==> src/hdl/awbs_pkg.sv <==
// ----------------------------------------------------------------------------
// awbs_pkg
// shared types and codes for the adaptive weighted bin selector
// ----------------------------------------------------------------------------
`default_nettype none

package awbs_pkg;

    // width of the random draw field
    localparam int RAND_W = 8;

    // operation codes carried in the func field
    localparam logic FUNC_UPDATE = 1'b0;
    localparam logic FUNC_SELECT = 1'b1;

    // commands from the controller to the datapath
    typedef struct packed {
        logic capture;   // latch the input transaction, clear the walk
        logic load;      // read the named bin and form the move limit
        logic step;      // visit one bin of the walk
        logic wrback;    // store the named bin's new weight
        logic fin;       // move the result into the output register
    } t_cmd;

    // status from the datapath to the controller
    typedef struct packed {
        logic is_select; // latched transaction is a select
        logic idx_ok;    // named bin exists
        logic last;      // walk counter sits on the last bin
        logic out_free;  // output register can take a result this cycle
    } t_stat;

endpackage

`default_nettype wire

==> src/hdl/adaptive_weighted_bin_selector.sv <==
// ----------------------------------------------------------------------------
// adaptive_weighted_bin_selector
// learning-automaton weight table with roulette-wheel bin selection
// ----------------------------------------------------------------------------
// input channel: i_valid / o_ready carry one transaction of i_func,
//   i_bin_index, i_improved and i_rand_value
// output channel: o_valid / i_ready carry one result transaction of
//   o_chosen_bin and o_bin_weight for every input transaction
// update (func 0): the named bin gains one unit from each other nonzero bin
//   on reward, or gives one unit to each other bin below full on penalty,
//   at most NUM_BINS-1 units; the result is the bin and its new weight
// select (func 1): first bin whose prefix sum reaches i_rand_value, or the
//   last bin when none does; the result is that bin and its weight
// timing: one bin of the weight table is visited per cycle by a single
//   read port; an update passes the load, walk, write back and hand-off
//   states, a select skips the write back state; o_ready returns in the
//   cycle after the hand-off
// reset: synchronous, active low; every weight returns to
//   TOTAL_WEIGHT/NUM_BINS with any remainder in the last bin, no result
//   is pending
// stall: a finished result waits in the output register; new input is
//   taken meanwhile, and the next result holds until the register frees
// ----------------------------------------------------------------------------
`default_nettype none

module adaptive_weighted_bin_selector #(
    parameter  int NUM_BINS     = 8,
    parameter  int TOTAL_WEIGHT = 256,
    localparam int BIN_W        = (NUM_BINS > 1) ? $clog2(NUM_BINS) : 1,
    localparam int WEIGHT_W     = $clog2(TOTAL_WEIGHT + 1)
) (
    input  wire logic                        i_clk,
    input  wire logic                        i_rst_n,
    // input transaction
    input  wire logic                        i_valid,
    output logic                             o_ready,
    input  wire logic                        i_func,
    input  wire logic [BIN_W-1:0]            i_bin_index,
    input  wire logic                        i_improved,
    input  wire logic [awbs_pkg::RAND_W-1:0] i_rand_value,
    // result transaction
    output logic                             o_valid,
    input  wire logic                        i_ready,
    output logic [BIN_W-1:0]                 o_chosen_bin,
    output logic [WEIGHT_W-1:0]              o_bin_weight
);

    awbs_pkg::t_cmd  cmd;
    awbs_pkg::t_stat stat;

    // sequencer: idle, load named bin, walk all bins, write back, hand off
    awbs_ctrl u_ctrl (
        .i_clk   (i_clk),
        .i_rst_n (i_rst_n),
        .i_valid (i_valid),
        .o_ready (o_ready),
        .i_stat  (stat),
        .o_cmd   (cmd)
    );

    // weight table, walk arithmetic and output register
    awbs_dp #(
        .NUM_BINS     (NUM_BINS),
        .TOTAL_WEIGHT (TOTAL_WEIGHT)
    ) u_dp (
        .i_clk        (i_clk),
        .i_rst_n      (i_rst_n),
        .i_cmd        (cmd),
        .o_stat       (stat),
        .i_func       (i_func),
        .i_bin_index  (i_bin_index),
        .i_improved   (i_improved),
        .i_rand_value (i_rand_value),
        .o_valid      (o_valid),
        .i_ready      (i_ready),
        .o_chosen_bin (o_chosen_bin),
        .o_bin_weight (o_bin_weight)
    );

endmodule

`default_nettype wire

==> src/hdl/awbs_ctrl.sv <==
// ----------------------------------------------------------------------------
// awbs_ctrl
// sequencer: accept, load, walk over the bins, write back, hand off result
// ----------------------------------------------------------------------------
`default_nettype none

module awbs_ctrl (
    input  wire logic           i_clk,
    input  wire logic           i_rst_n,
    input  wire logic           i_valid,
    output logic                o_ready,
    input  wire awbs_pkg::t_stat i_stat,
    output awbs_pkg::t_cmd      o_cmd
);

    typedef enum logic [4:0] {
        S_IDLE = 5'b00001,
        S_LOAD = 5'b00010,
        S_WALK = 5'b00100,
        S_WB   = 5'b01000,
        S_FIN  = 5'b10000
    } t_state;

    t_state r_state;
    t_state n_state;

    always_ff @(posedge i_clk) begin
        if (!i_rst_n) begin
            r_state <= S_IDLE;
        end else begin
            r_state <= n_state;
        end
    end

    always_comb begin
        n_state       = r_state;
        o_cmd         = '0;
        o_ready       = 1'b0;
        case (r_state)
            S_IDLE: begin
                o_ready = 1'b1;
                if (i_valid) begin
                    o_cmd.capture = 1'b1;
                    n_state       = S_LOAD;
                end
            end
            S_LOAD: begin
                if (!i_stat.is_select && !i_stat.idx_ok) begin
                    n_state = S_FIN;
                end else begin
                    o_cmd.load = !i_stat.is_select;
                    n_state    = S_WALK;
                end
            end
            S_WALK: begin
                o_cmd.step = 1'b1;
                if (i_stat.last) begin
                    n_state = i_stat.is_select ? S_FIN : S_WB;
                end
            end
            S_WB: begin
                o_cmd.wrback = 1'b1;
                n_state      = S_FIN;
            end
            S_FIN: begin
                if (i_stat.out_free) begin
                    o_cmd.fin = 1'b1;
                    n_state   = S_IDLE;
                end
            end
            default: begin
                n_state = S_IDLE;
            end
        endcase
    end

`ifndef SYNTHESIS
    // a new transaction taken at rest always moves the sequencer to the load step
    a_capture_idle: assert property (@(posedge i_clk) disable iff (!i_rst_n)
        o_cmd.capture |=> (r_state == S_LOAD))
        else $error("capture did not start the load step");

    // the write back always follows the last step of an update walk
    a_wb_after_walk: assert property (@(posedge i_clk) disable iff (!i_rst_n)
        o_cmd.wrback |-> $past(o_cmd.step) && $past(i_stat.last))
        else $error("write back without a finished walk");

    // the result is only handed off when the output register is free
    a_fin_free: assert property (@(posedge i_clk) disable iff (!i_rst_n)
        o_cmd.fin |-> i_stat.out_free)
        else $error("result handed off into a busy output register");
`endif

endmodule

`default_nettype wire

==> src/hdl/awbs_dp.sv <==
// ----------------------------------------------------------------------------
// awbs_dp
// weight table, move and prefix-sum walk, output register
// ----------------------------------------------------------------------------
`default_nettype none

module awbs_dp #(
    parameter  int NUM_BINS     = 8,
    parameter  int TOTAL_WEIGHT = 256,
    localparam int BIN_W        = (NUM_BINS > 1) ? $clog2(NUM_BINS) : 1,
    localparam int WEIGHT_W     = $clog2(TOTAL_WEIGHT + 1)
) (
    input  wire logic                      i_clk,
    input  wire logic                      i_rst_n,
    input  wire awbs_pkg::t_cmd            i_cmd,
    output awbs_pkg::t_stat                o_stat,
    input  wire logic                      i_func,
    input  wire logic [BIN_W-1:0]          i_bin_index,
    input  wire logic                      i_improved,
    input  wire logic [awbs_pkg::RAND_W-1:0] i_rand_value,
    output logic                           o_valid,
    input  wire logic                      i_ready,
    output logic [BIN_W-1:0]               o_chosen_bin,
    output logic [WEIGHT_W-1:0]            o_bin_weight
);

    localparam int CMP_W = (WEIGHT_W > awbs_pkg::RAND_W) ? WEIGHT_W : awbs_pkg::RAND_W;
    localparam int SHARE = TOTAL_WEIGHT / NUM_BINS;
    localparam int LAST_SHARE = SHARE + TOTAL_WEIGHT - SHARE * NUM_BINS;
    localparam logic [WEIGHT_W-1:0] SHARE_W      = WEIGHT_W'(SHARE);
    localparam logic [WEIGHT_W-1:0] LAST_SHARE_W = WEIGHT_W'(LAST_SHARE);
    localparam logic [WEIGHT_W-1:0] TOTAL_W      = WEIGHT_W'(TOTAL_WEIGHT);
    localparam logic [WEIGHT_W-1:0] FULL_W       = WEIGHT_W'(TOTAL_WEIGHT - 1);
    localparam logic [WEIGHT_W-1:0] MAX_MOVE_W   = WEIGHT_W'(NUM_BINS - 1);
    localparam logic [BIN_W-1:0]    MAX_MOVE_B   = BIN_W'(NUM_BINS - 1);
    localparam logic [BIN_W-1:0]    LAST_BIN     = BIN_W'(NUM_BINS - 1);
    localparam logic [BIN_W:0]      NUM_BINS_X   = (BIN_W + 1)'(NUM_BINS);

    logic [WEIGHT_W-1:0] r_w [NUM_BINS];

    logic                        r_func;
    logic [BIN_W-1:0]            r_idx;
    logic                        r_improved;
    logic [awbs_pkg::RAND_W-1:0] r_rand;
    logic [WEIGHT_W-1:0]         r_own;
    logic [BIN_W-1:0]            r_limit;
    logic [BIN_W-1:0]            r_moved;
    logic [BIN_W-1:0]            r_cnt;
    logic [WEIGHT_W-1:0]         r_cum;
    logic                        r_found;
    logic [BIN_W-1:0]            r_res_bin;
    logic [WEIGHT_W-1:0]         r_res_wt;
    logic                        r_out_valid;
    logic [BIN_W-1:0]            r_out_bin;
    logic [WEIGHT_W-1:0]         r_out_wt;

    logic                        idx_ok;
    logic [BIN_W-1:0]            rd_addr;
    logic [WEIGHT_W-1:0]         rd_data;
    logic [WEIGHT_W-1:0]         gap;
    logic [WEIGHT_W-1:0]         lim_src;
    logic [WEIGHT_W-1:0]         n_cum;
    logic                        hit;
    logic                        do_move;
    logic                        wr_en;
    logic [BIN_W-1:0]            wr_addr;
    logic [WEIGHT_W-1:0]         wr_data;

    assign idx_ok  = ({1'b0, r_idx} < NUM_BINS_X);
    assign rd_addr = i_cmd.load ? (idx_ok ? r_idx : '0) : r_cnt;
    assign rd_data = r_w[rd_addr];

    // move limit from the named bin's weight
    assign gap     = TOTAL_W - rd_data;
    assign lim_src = r_improved ? gap : rd_data;

    // running prefix sum for select
    assign n_cum = r_cum + rd_data;
    assign hit   = (CMP_W'(r_rand) <= CMP_W'(n_cum));

    // one unit moves between the visited bin and the named bin
    assign do_move = (r_cnt != r_idx) && (r_moved < r_limit)
                   && (r_improved ? (rd_data != '0) : (rd_data < FULL_W));

    always_comb begin
        wr_en   = 1'b0;
        wr_addr = r_cnt;
        wr_data = r_improved ? (rd_data - 1'b1) : (rd_data + 1'b1);
        if (i_cmd.step && r_func == awbs_pkg::FUNC_UPDATE && do_move) begin
            wr_en = 1'b1;
        end else if (i_cmd.wrback) begin
            wr_en   = 1'b1;
            wr_addr = r_idx;
            wr_data = r_own;
        end
    end

    // weight table
    always_ff @(posedge i_clk) begin
        if (!i_rst_n) begin
            for (int k = 0; k < NUM_BINS; k++) begin
                r_w[k] <= (k == NUM_BINS - 1) ? LAST_SHARE_W : SHARE_W;
            end
        end else if (wr_en) begin
            r_w[wr_addr] <= wr_data;
        end
    end

    // walk control registers
    always_ff @(posedge i_clk) begin
        if (!i_rst_n) begin
            r_cnt       <= '0;
            r_moved     <= '0;
            r_found     <= 1'b0;
            r_out_valid <= 1'b0;
        end else begin
            if (i_cmd.capture) begin
                r_cnt   <= '0;
                r_moved <= '0;
                r_found <= 1'b0;
            end else if (i_cmd.step) begin
                r_cnt <= r_cnt + 1'b1;
                if (r_func == awbs_pkg::FUNC_UPDATE && do_move) begin
                    r_moved <= r_moved + 1'b1;
                end
                if (r_func == awbs_pkg::FUNC_SELECT && !r_found) begin
                    r_found <= hit;
                end
            end
            if (i_cmd.fin) begin
                r_out_valid <= 1'b1;
            end else if (i_ready) begin
                r_out_valid <= 1'b0;
            end
        end
    end

    // payload registers
    always_ff @(posedge i_clk) begin
        if (i_cmd.capture) begin
            r_func     <= i_func;
            r_idx      <= i_bin_index;
            r_improved <= i_improved;
            r_rand     <= i_rand_value;
            r_cum      <= '0;
        end
        if (i_cmd.load) begin
            r_own   <= rd_data;
            r_limit <= (lim_src > MAX_MOVE_W) ? MAX_MOVE_B : lim_src[BIN_W-1:0];
        end
        if (i_cmd.step) begin
            if (r_func == awbs_pkg::FUNC_SELECT) begin
                r_cum <= n_cum;
                if (!r_found) begin
                    r_res_bin <= r_cnt;
                    r_res_wt  <= rd_data;
                end
            end else if (do_move) begin
                r_own <= r_improved ? (r_own + 1'b1) : (r_own - 1'b1);
            end
        end
        if (i_cmd.fin) begin
            if (r_func == awbs_pkg::FUNC_SELECT) begin
                r_out_bin <= r_res_bin;
                r_out_wt  <= r_res_wt;
            end else begin
                r_out_bin <= r_idx;
                r_out_wt  <= idx_ok ? r_own : '0;
            end
        end
    end

    assign o_stat.is_select = (r_func == awbs_pkg::FUNC_SELECT);
    assign o_stat.idx_ok    = idx_ok;
    assign o_stat.last      = (r_cnt == LAST_BIN);
    assign o_stat.out_free  = !r_out_valid || i_ready;

    assign o_valid      = r_out_valid;
    assign o_chosen_bin = r_out_bin;
    assign o_bin_weight = r_out_wt;

`ifndef SYNTHESIS
    // never more units moved than the limit allows
    a_moved_limit: assert property (@(posedge i_clk) disable iff (!i_rst_n)
        (i_cmd.step && r_func == awbs_pkg::FUNC_UPDATE) |-> (r_moved <= r_limit))
        else $error("move count exceeded the limit");

    // the named bin is written back only for an update of an existing bin
    a_wb_update: assert property (@(posedge i_clk) disable iff (!i_rst_n)
        i_cmd.wrback |-> (r_func == awbs_pkg::FUNC_UPDATE) && idx_ok)
        else $error("write back on a select or an absent bin");

    // a handed-off result is shown next cycle and stays in range
    a_fin_out: assert property (@(posedge i_clk) disable iff (!i_rst_n)
        i_cmd.fin |=> o_valid && (o_bin_weight <= TOTAL_W))
        else $error("result lost or out of range after hand-off");
`endif

endmodule

`default_nettype wire

==> config.mk <==
export PLATFORM = sky130hd
export DESIGN_NAME = adaptive_weighted_bin_selector
export DESIGN_NICKNAME = d
export VERILOG_FILES = /design/src/hdl/awbs_pkg.sv /design/src/hdl/adaptive_weighted_bin_selector.sv /design/src/hdl/awbs_ctrl.sv /design/src/hdl/awbs_dp.sv
export SDC_FILE = /design/constraint.sdc
export NUM_CORES = 1
export LEC_CHECK = 0
export ABC_CLOCK_PERIOD_IN_PS = 13000
export BUFFER_PORTS_ARGS = -buffer_cell sky130_fd_sc_hd__clkbuf_2
export CORE_MARGIN = 2
export CORE_UTILIZATION = 50
export DETAILED_ROUTE_END_ITERATION = 16
export HOLD_SLACK_MARGIN = 0.1
export PLACE_DENSITY = 0.67
export SKIP_CTS_REPAIR_TIMING = 1
export SLEW_MARGIN = 20
export SYNTH_ARGS = -nofsm -noshare
export SYNTH_HDL_FRONTEND = slang
export SYNTH_SLANG_ARGS = --single-unit
==> constraint.sdc <==
create_clock -name i_clk -period 13 [get_ports i_clk]
set_input_delay 0.65 -clock i_clk [delete_from_list [all_inputs] [get_ports i_clk]]
set_output_delay 0.65 -clock i_clk [all_outputs]
set_load 0.03 [all_outputs]
Word-level counts from Yosys, hierarchy flattened
Memory sizes are Yosys's and may differ from the RTL's.
Cells that the tools add are included.
{"block": "word_totals", "out_inout_bits": 14, "wordCells": 102, "ram_bits": 72, "input_bits": 17, "mem_count": 1, "ff_bits": 71}
{"block": "op_classes", "n_mux": 42, "reduce_logical": 18, "add_sub_neg": 8, "magnitude_cmp": 4, "bitwise": 3, "eq_ne": 10}
{"name": "u_dp.r_w", "words": 8, "width": 9, "read_ports": 1, "rd_clocked_by_memory_dff": 0, "wr": 8, "line_no": "awbs_dp.sv:39", "text": "logic [WEIGHT_W-1:0] r_w [NUM_BINS];"}
{"operator": "two-way mux 9 bit", "count": 14}
{"operator": "one-hot mux 5 bit (5 select lines)", "count": 1}
{"operator": "two-way mux 5 bit", "count": 4}
{"operator": "adder 9 x 1 -> 9 bit, second input constant", "count": 2}
{"operator": "two-way mux 1 bit", "count": 18}
{"operator": "subtractor 9 x 1 -> 9 bit, second input constant", "count": 2}
{"operator": "two-way mux 3 bit", "count": 5}
{"operator": "adder 9 bit", "count": 1}
{"operator": "greater-than comparator 9 x 3 -> 1 bit, second input constant", "count": 1}
{"operator": "<= comparator 8 x 9 -> 1 bit", "count": 1}
{"operator": "less-than comparator 9 x 8 -> 1 bit, second input constant", "count": 1}
{"operator": "nonzero test 9 bit", "count": 1}
{"operator": "OR reduction 9 bit", "count": 1}
{"operator": "subtractor 9 bit, first input constant", "count": 1}
{"operator": "adder 3 x 1 -> 3 bit, second input constant", "count": 2}
{"operator": "logical AND 1 bit", "count": 6}
{"operator": "!= test 2 bit, second input constant", "count": 3}
{"operator": "AND reduction 3 bit", "count": 2}
{"operator": "== test 5 x 1 -> 1 bit, second input constant", "count": 1}
{"operator": "== test 5 x 2 -> 1 bit, second input constant", "count": 1}
{"operator": "== test 5 x 3 -> 1 bit, second input constant", "count": 1}
{"operator": "== test 5 x 4 -> 1 bit, second input constant", "count": 1}
{"operator": "== test 5 bit, second input constant", "count": 1}
{"operator": "AND reduction 2 bit", "count": 2}
{"operator": "other kinds (8)", "count": 12}

Depth between registers and ports, before layout
An unclocked memory read counts as a cell.
{"block": "depth", "ltp_word": 14, "depth_mapped": 24, "depth_no_buf": 21}

By module
A second synthesis with hierarchy kept.
{"block": "unflattened", "hier_cells": 800, "area_unflattened_um2": 8593.2}
{"module": "awbs_dp", "instances": 1, "seq_area_each_um2": 3883.7, "cells_each": 760, "area_per_inst_um2": 8259.2}
{"module": "awbs_ctrl", "instances": 1, "seq_area_each_um2": 100.1, "cells_each": 40, "area_per_inst_um2": 334.1}

Worst setup path before layout
No wires, ideal clock.
{"block": "synth_path", "kind": "flip-flop to flip-flop", "from": "reg u_ctrl.r_state[4]", "to": "reg u_dp.r_found", "slack_ns": 8.419, "setup_ns": 0.095, "t_arrival_ns": 4.485, "n_path_buf": 3, "period_less_slack_ns": 4.581, "required_time_ns": 12.905, "stages_incl_launch_ff": 25, "path_cell_list": "dfxtp_1 or4_1 buf_2 o21ai_2 nand2_1 buf_2 a2111oi_0 or3_1 buf_2 inv_1 ha_1 fa_1 a21o_1 a21oi_1 xnor2_1 ha_1 nand4_1 nor2_1 nor2_1 a21boi_0 o21ai_0 nand2b_1 a21oi_1 nor2_1 a221oi_1"}
{"block": "synth_via", "elab_chain_len": 6, "elab_cells_between_ends": 12, "classes_between": "add/sub (1); order compare (1); eq/ne (3); mux (4); reduce/logical (2); memory (1)"}
{"element": "from (decl)", "line_no": "awbs_ctrl.sv:24", "text": "t_state r_state;"}
{"element": "from (signal assigned)", "line_no": "awbs_ctrl.sv:31", "text": "r_state <= n_state;"}
{"element": "== test 5 x 2 -> 1 bit", "line_no": "awbs_ctrl.sv:39", "text": "case (r_state)"}
{"element": "two-way mux 1 bit", "line_no": "awbs_ctrl.sv:39"}
{"element": "two-way mux 3 bit", "line_no": "awbs_dp.sv:70", "text": "assign rd_addr = i_cmd.load ? (idx_ok ? r_idx : '0) : r_cnt;"}
{"element": "memory read (8 x 9 bit)"}
{"element": "adder 9 bit", "line_no": "awbs_dp.sv:78", "text": "assign n_cum = r_cum + rd_data;"}
{"element": "<= comparator 8 x 9 -> 1 bit", "line_no": "awbs_dp.sv:79", "text": "assign hit = (CMP_W'(r_rand) <= CMP_W'(n_cum));"}
{"element": "to (signal assigned)", "line_no": "awbs_dp.sv:127", "text": "r_found <= hit;"}
{"element": "to (decl)", "line_no": "awbs_dp.sv:50", "text": "logic r_found;"}
Several ways; a longest one is shown, not always the timed one.
A chain may end at the register's enable or synchronous reset.

Worst setup path in the final report
Same ends and word-level chain as after synthesis.

==> results.txt <==
Clock tree synthesis found a total of 143 sinks. The headroom to the max-slew limit was 0.171; the worst path required time was 13.32 ns. The number of violations reported at the end of detailed-routing iteration 0 is 691, and the die span in y is 132 µm. The region available for standard cell placement spans 15900 µm². Power spread over the standard cell area amounts to 189 nW/µm². For the count of warnings emitted by yosys, the log shows 0.

The logs give 0 for the antenna cell count and 816 for the post-synthesis cell count. The number of buffers between clock root and the deepest sink is 2, and the per-cell via count in the routed design is 6.23. The tree is rooted in a sky130_fd_sc_hd__clkbuf_16. In this run the remaining antenna-violating nets after routing total 0. The design area came out at 9080 µm². The pin count of the biggest net entering global routing was 32; the net switching component of the power was 0.649 mW. The combined area of all synthesized cells came out at 8130 µm². TritonCTS built the clock tree. The tightest min-delay check is of the input pin to register type. The tools report the capturing element type of the critical path as a register.

The share of the clock period used by the worst path after layout was 0.496; the highest fanout seen on the critical path was 24. The share of synthesized registers carrying an async set or reset is 0, and the clock insertion delay at the later pin of the skew report is 0.43 ns. The run finished with clean final reports. Cell internal power was estimated by the tool at 1.06 mW. The net switching fraction of the power was 0.379; the average wire per cell in the routed design was 22.4 µm. The initial antenna violation count was 0; the site row count was 46. The run gives 31 as the number of I/O pins. The overall fraction of global-route tracks in use was 0.284; the sum of net half-perimeters after detailed placement was 16600 µm. The horizontal die dimension works out to 132 µm.

When the netlist entered floorplanning its net count stood at 874. The initial cell density of the core is 0.512. The layout cell share with drive strength beyond 1 was 0.124. The share of the core filled with cells is 0.572, and the total congestion overflow is 0. For the die footprint, the log shows 17300 µm².

The count of pins over their slew limit is 0, and the mean area per synthesized cell is 9.97 µm². In the routed design, unresolved DRC markers number 0. The worst vdd rail ir drop was 0.0959 mV; the via count of the first global-routing pass was 6353.

For the number of detailed-routing iterations run before antenna repair, the log shows 5. Once placement finished, the instance area stood at 8460 µm². Setup repair after global routing left no endpoint under its margin. Yosys attributes the largest share of cell area to sky130_fd_sc_hd__edfxtp_1, sky130_fd_sc_hd__dfxtp_1, sky130_fd_sc_hd__ha_1. The count of buffers added on input and output ports is 30.

At the end of routability-driven placement, the weighted congestion stood at 0.959. The number of synthesized flops with an enable pin was 112. The part of the total power dissipated in the clock network is 0.297. The number of endpoints failing setup at the final stage is 0, and the number of library cell types mapped by synthesis is 56. The run gives 155 MHz as the peak clock frequency supported by timing. The register clock-pin slew on the reported worst setup and hold paths works out to 0.06 ns. The run gives 0.350 as the relative contribution of combinational cells to total power.

Between clock sinks in the finished design, the worst skew comes to 0.00966 ns. The first global-routing pass estimated 37300 µm of wire. The tools report the number of H-tree branching levels as 4.

Data arrives at the worst endpoint at 6.77 ns. The critical path is of the register to register type. For the number of buffers created by CTS, the log shows 17. Leading register cell type out of synthesis: sky130_fd_sc_hd__edfxtp_1. The synthesized design spends more area on one cell type than any other, namely sky130_fd_sc_hd__edfxtp_1. The tools report the count of nets after finishing as 891.

STA classifies the critical path startpoint as a register. For the post-synthesis sequential area ratio, the log shows 0.490. The run gives 0.353 as the sequential share of power. The routed design could run at a clock period as short as 6.45 ns. Across the run, the number of max-cap violations was 0. After detailed routing, the total wire length is 23800 µm. The logs give 0 ns for the total negative slack and 3.40 nW for the leakage power figure.

The share of the synthesized area in the top cell type is 0.413. The layout overhead on the synthesized area was 11.7%. For the detailed-route via count, the log shows 6619. The register bit total from synthesis was 143; the hold violation count in the final report was 0. At the pin with the least slew margin, the transition time is 1.24 ns.
## layout by cell type, fill, tap and decap left out, types with 27 or more instances in the layout
master / count
sky130_fd_sc_hd__inv_1: 27
sky130_fd_sc_hd__ha_1: 38
sky130_fd_sc_hd__nand2b_1: 46
sky130_fd_sc_hd__nor2_1: 88
sky130_fd_sc_hd__dfxtp_1: 31
sky130_fd_sc_hd__a211oi_1: 31
sky130_fd_sc_hd__o21ai_0: 48
sky130_fd_sc_hd__nand2_1: 85
sky130_fd_sc_hd__clkbuf_2: 30
sky130_fd_sc_hd__a21oi_1: 32
sky130_fd_sc_hd__edfxtp_1: 112
## area by class of cell
cell class,instances,area [µm²]
Sequential cell,143,3980
Fill cell,1380,6800
Clock buffer,22,444
Tap cell,216,270
Multi-Input combinational cell,604,3900
Timing Repair Buffer,39,218
Clock inverter,10,163
Inverter,28,105
## power by group through the flow
| stage | sequential (mW) | clock [mW] | combinational [mW] |
|---|---|---|---|
| finish | 0.605 | 0.508 | 0.600 |
| global route | 0.611 | 0.532 | 0.649 |
| CTS | 0.602 | 0.511 | 0.588 |
| detailed placement | 0.611 | 0 | 0.583 |
| global placement | 0.610 | 0 | 0.566 |
| floorplan | 0.580 | 0 | 0.410 |
## Yosys cell counts (4+ instances only)
library cell	n
sky130_fd_sc_hd__edfxtp_1	112
sky130_fd_sc_hd__nor2_1	89
sky130_fd_sc_hd__nand2_1	85
sky130_fd_sc_hd__o21ai_0	48
sky130_fd_sc_hd__nand2b_1	46
sky130_fd_sc_hd__ha_1	38
sky130_fd_sc_hd__a21oi_1	34
sky130_fd_sc_hd__a211oi_1	31
sky130_fd_sc_hd__dfxtp_1	31
sky130_fd_sc_hd__clkbuf_1	29
sky130_fd_sc_hd__inv_1	27
sky130_fd_sc_hd__nand3_1	26
sky130_fd_sc_hd__nor3_1	23
sky130_fd_sc_hd__xnor2_1	18
sky130_fd_sc_hd__a22oi_1	17
sky130_fd_sc_hd__mux2i_1	15
sky130_fd_sc_hd__a31oi_1	13
sky130_fd_sc_hd__mux2_2	11
sky130_fd_sc_hd__o21ai_2	11
sky130_fd_sc_hd__nor2b_1	10
sky130_fd_sc_hd__buf_2	9
sky130_fd_sc_hd__a311oi_1	8
sky130_fd_sc_hd__a21o_1	7
sky130_fd_sc_hd__xor2_1	7
sky130_fd_sc_hd__a21boi_0	6
sky130_fd_sc_hd__nand3b_1	6
sky130_fd_sc_hd__and2_1	4
sky130_fd_sc_hd__o21bai_1	4
## sequential cells by signal, indices dropped and copies added, names as in the netlist, 3 cells and up
signal,flops
u_dp.r_cnt,3
u_dp.o_chosen_bin,3
u_dp.r_moved,3
u_dp.r_rand,8
u_dp.r_limit,3
u_dp.r_idx,3
u_dp.r_res_bin,3
u_dp.r_w,72
u_dp.o_bin_weight,9
u_dp.r_res_wt,9
u_dp.r_cum,9
u_dp.r_own,9
u_ctrl.r_state,5
## cells by family (layout without fill, tap and decap cells)
family,Yosys count,after routing,share of synthesized area
AO/OA/AOI/OAI,207,207,0.171
adder cells (fa/ha/maj),41,41,0.0658
multiplexers,26,26,0.0337
XOR/XNOR,25,25,0.0269
flip-flops,143,143,0.490
buffers and inverters,69,99,0.0332
AND/OR/NAND/NOR,305,305,0.180
## layer usage
metal	share of wire	vias up	global-route usage
met5	0	-	0
met4	0.038	0	0.123
met3	0.069	59	0.0401
met2	0.44	322	0.429
met1	0.45	3214	0.408
li1	-	3024	-
## path summary, 6_finish.rpt
path                                       start                   endpoint  slack [ns]  cells past startpoint
hold / removal                   i_rand_value[4]   u_dp.r_rand[4]$_DFFE_PP_        0.40                      1
setup / recovery  u_ctrl.r_state[4]$_SDFFE_PN0P_  u_dp.r_found$_SDFFE_PP0P_        6.55                     21
hold reg to reg            u_dp.r_cum[5]$_DFF_P_      u_dp.r_cum[5]$_DFF_P_        0.46                      2
setup reg to reg  u_ctrl.r_state[4]$_SDFFE_PN0P_  u_dp.r_found$_SDFFE_PP0P_        6.55                     21
## worst max-delay path: stages, from the launching register on
cell,delay (ns)
sky130_fd_sc_hd__dfxtp_1,0.36
sky130_fd_sc_hd__or4_1,1.00
sky130_fd_sc_hd__o21ai_2,0.79
sky130_fd_sc_hd__a21boi_0,0.18
sky130_fd_sc_hd__a2111oi_0,0.73
sky130_fd_sc_hd__or3_1,0.40
sky130_fd_sc_hd__inv_1,0.22
sky130_fd_sc_hd__ha_1,0.27
sky130_fd_sc_hd__fa_1,0.41
sky130_fd_sc_hd__a21o_1,0.17
sky130_fd_sc_hd__a21oi_1,0.21
sky130_fd_sc_hd__xnor2_1,0.21
sky130_fd_sc_hd__ha_1,0.30
sky130_fd_sc_hd__nand4_1,0.12
sky130_fd_sc_hd__nor2_1,0.05
sky130_fd_sc_hd__nor2_1,0.07
sky130_fd_sc_hd__a21boi_0,0.08
sky130_fd_sc_hd__o21ai_0,0.18
sky130_fd_sc_hd__nand2b_1,0.09
sky130_fd_sc_hd__a21oi_1,0.14
sky130_fd_sc_hd__nor2_1,0.06
sky130_fd_sc_hd__a221oi_1,0.28
## per-stage QoR
step	hold slack (ns)	std cells	power (mW)	setup slack [ns]
6_report	0.397	1062	1.71	6.55
2_1_floorplan	0.429	816	0.990	8.42
4_1_cts	0.381	1062	1.70	6.73
3_3_place_gp	0.440	1030	1.18	7.05
3_5_place_dp	0.451	1030	1.19	6.77
5_1_grt	0.383	1062	1.79	6.15
Note: power is estimated with default switching activity, not from simulation.
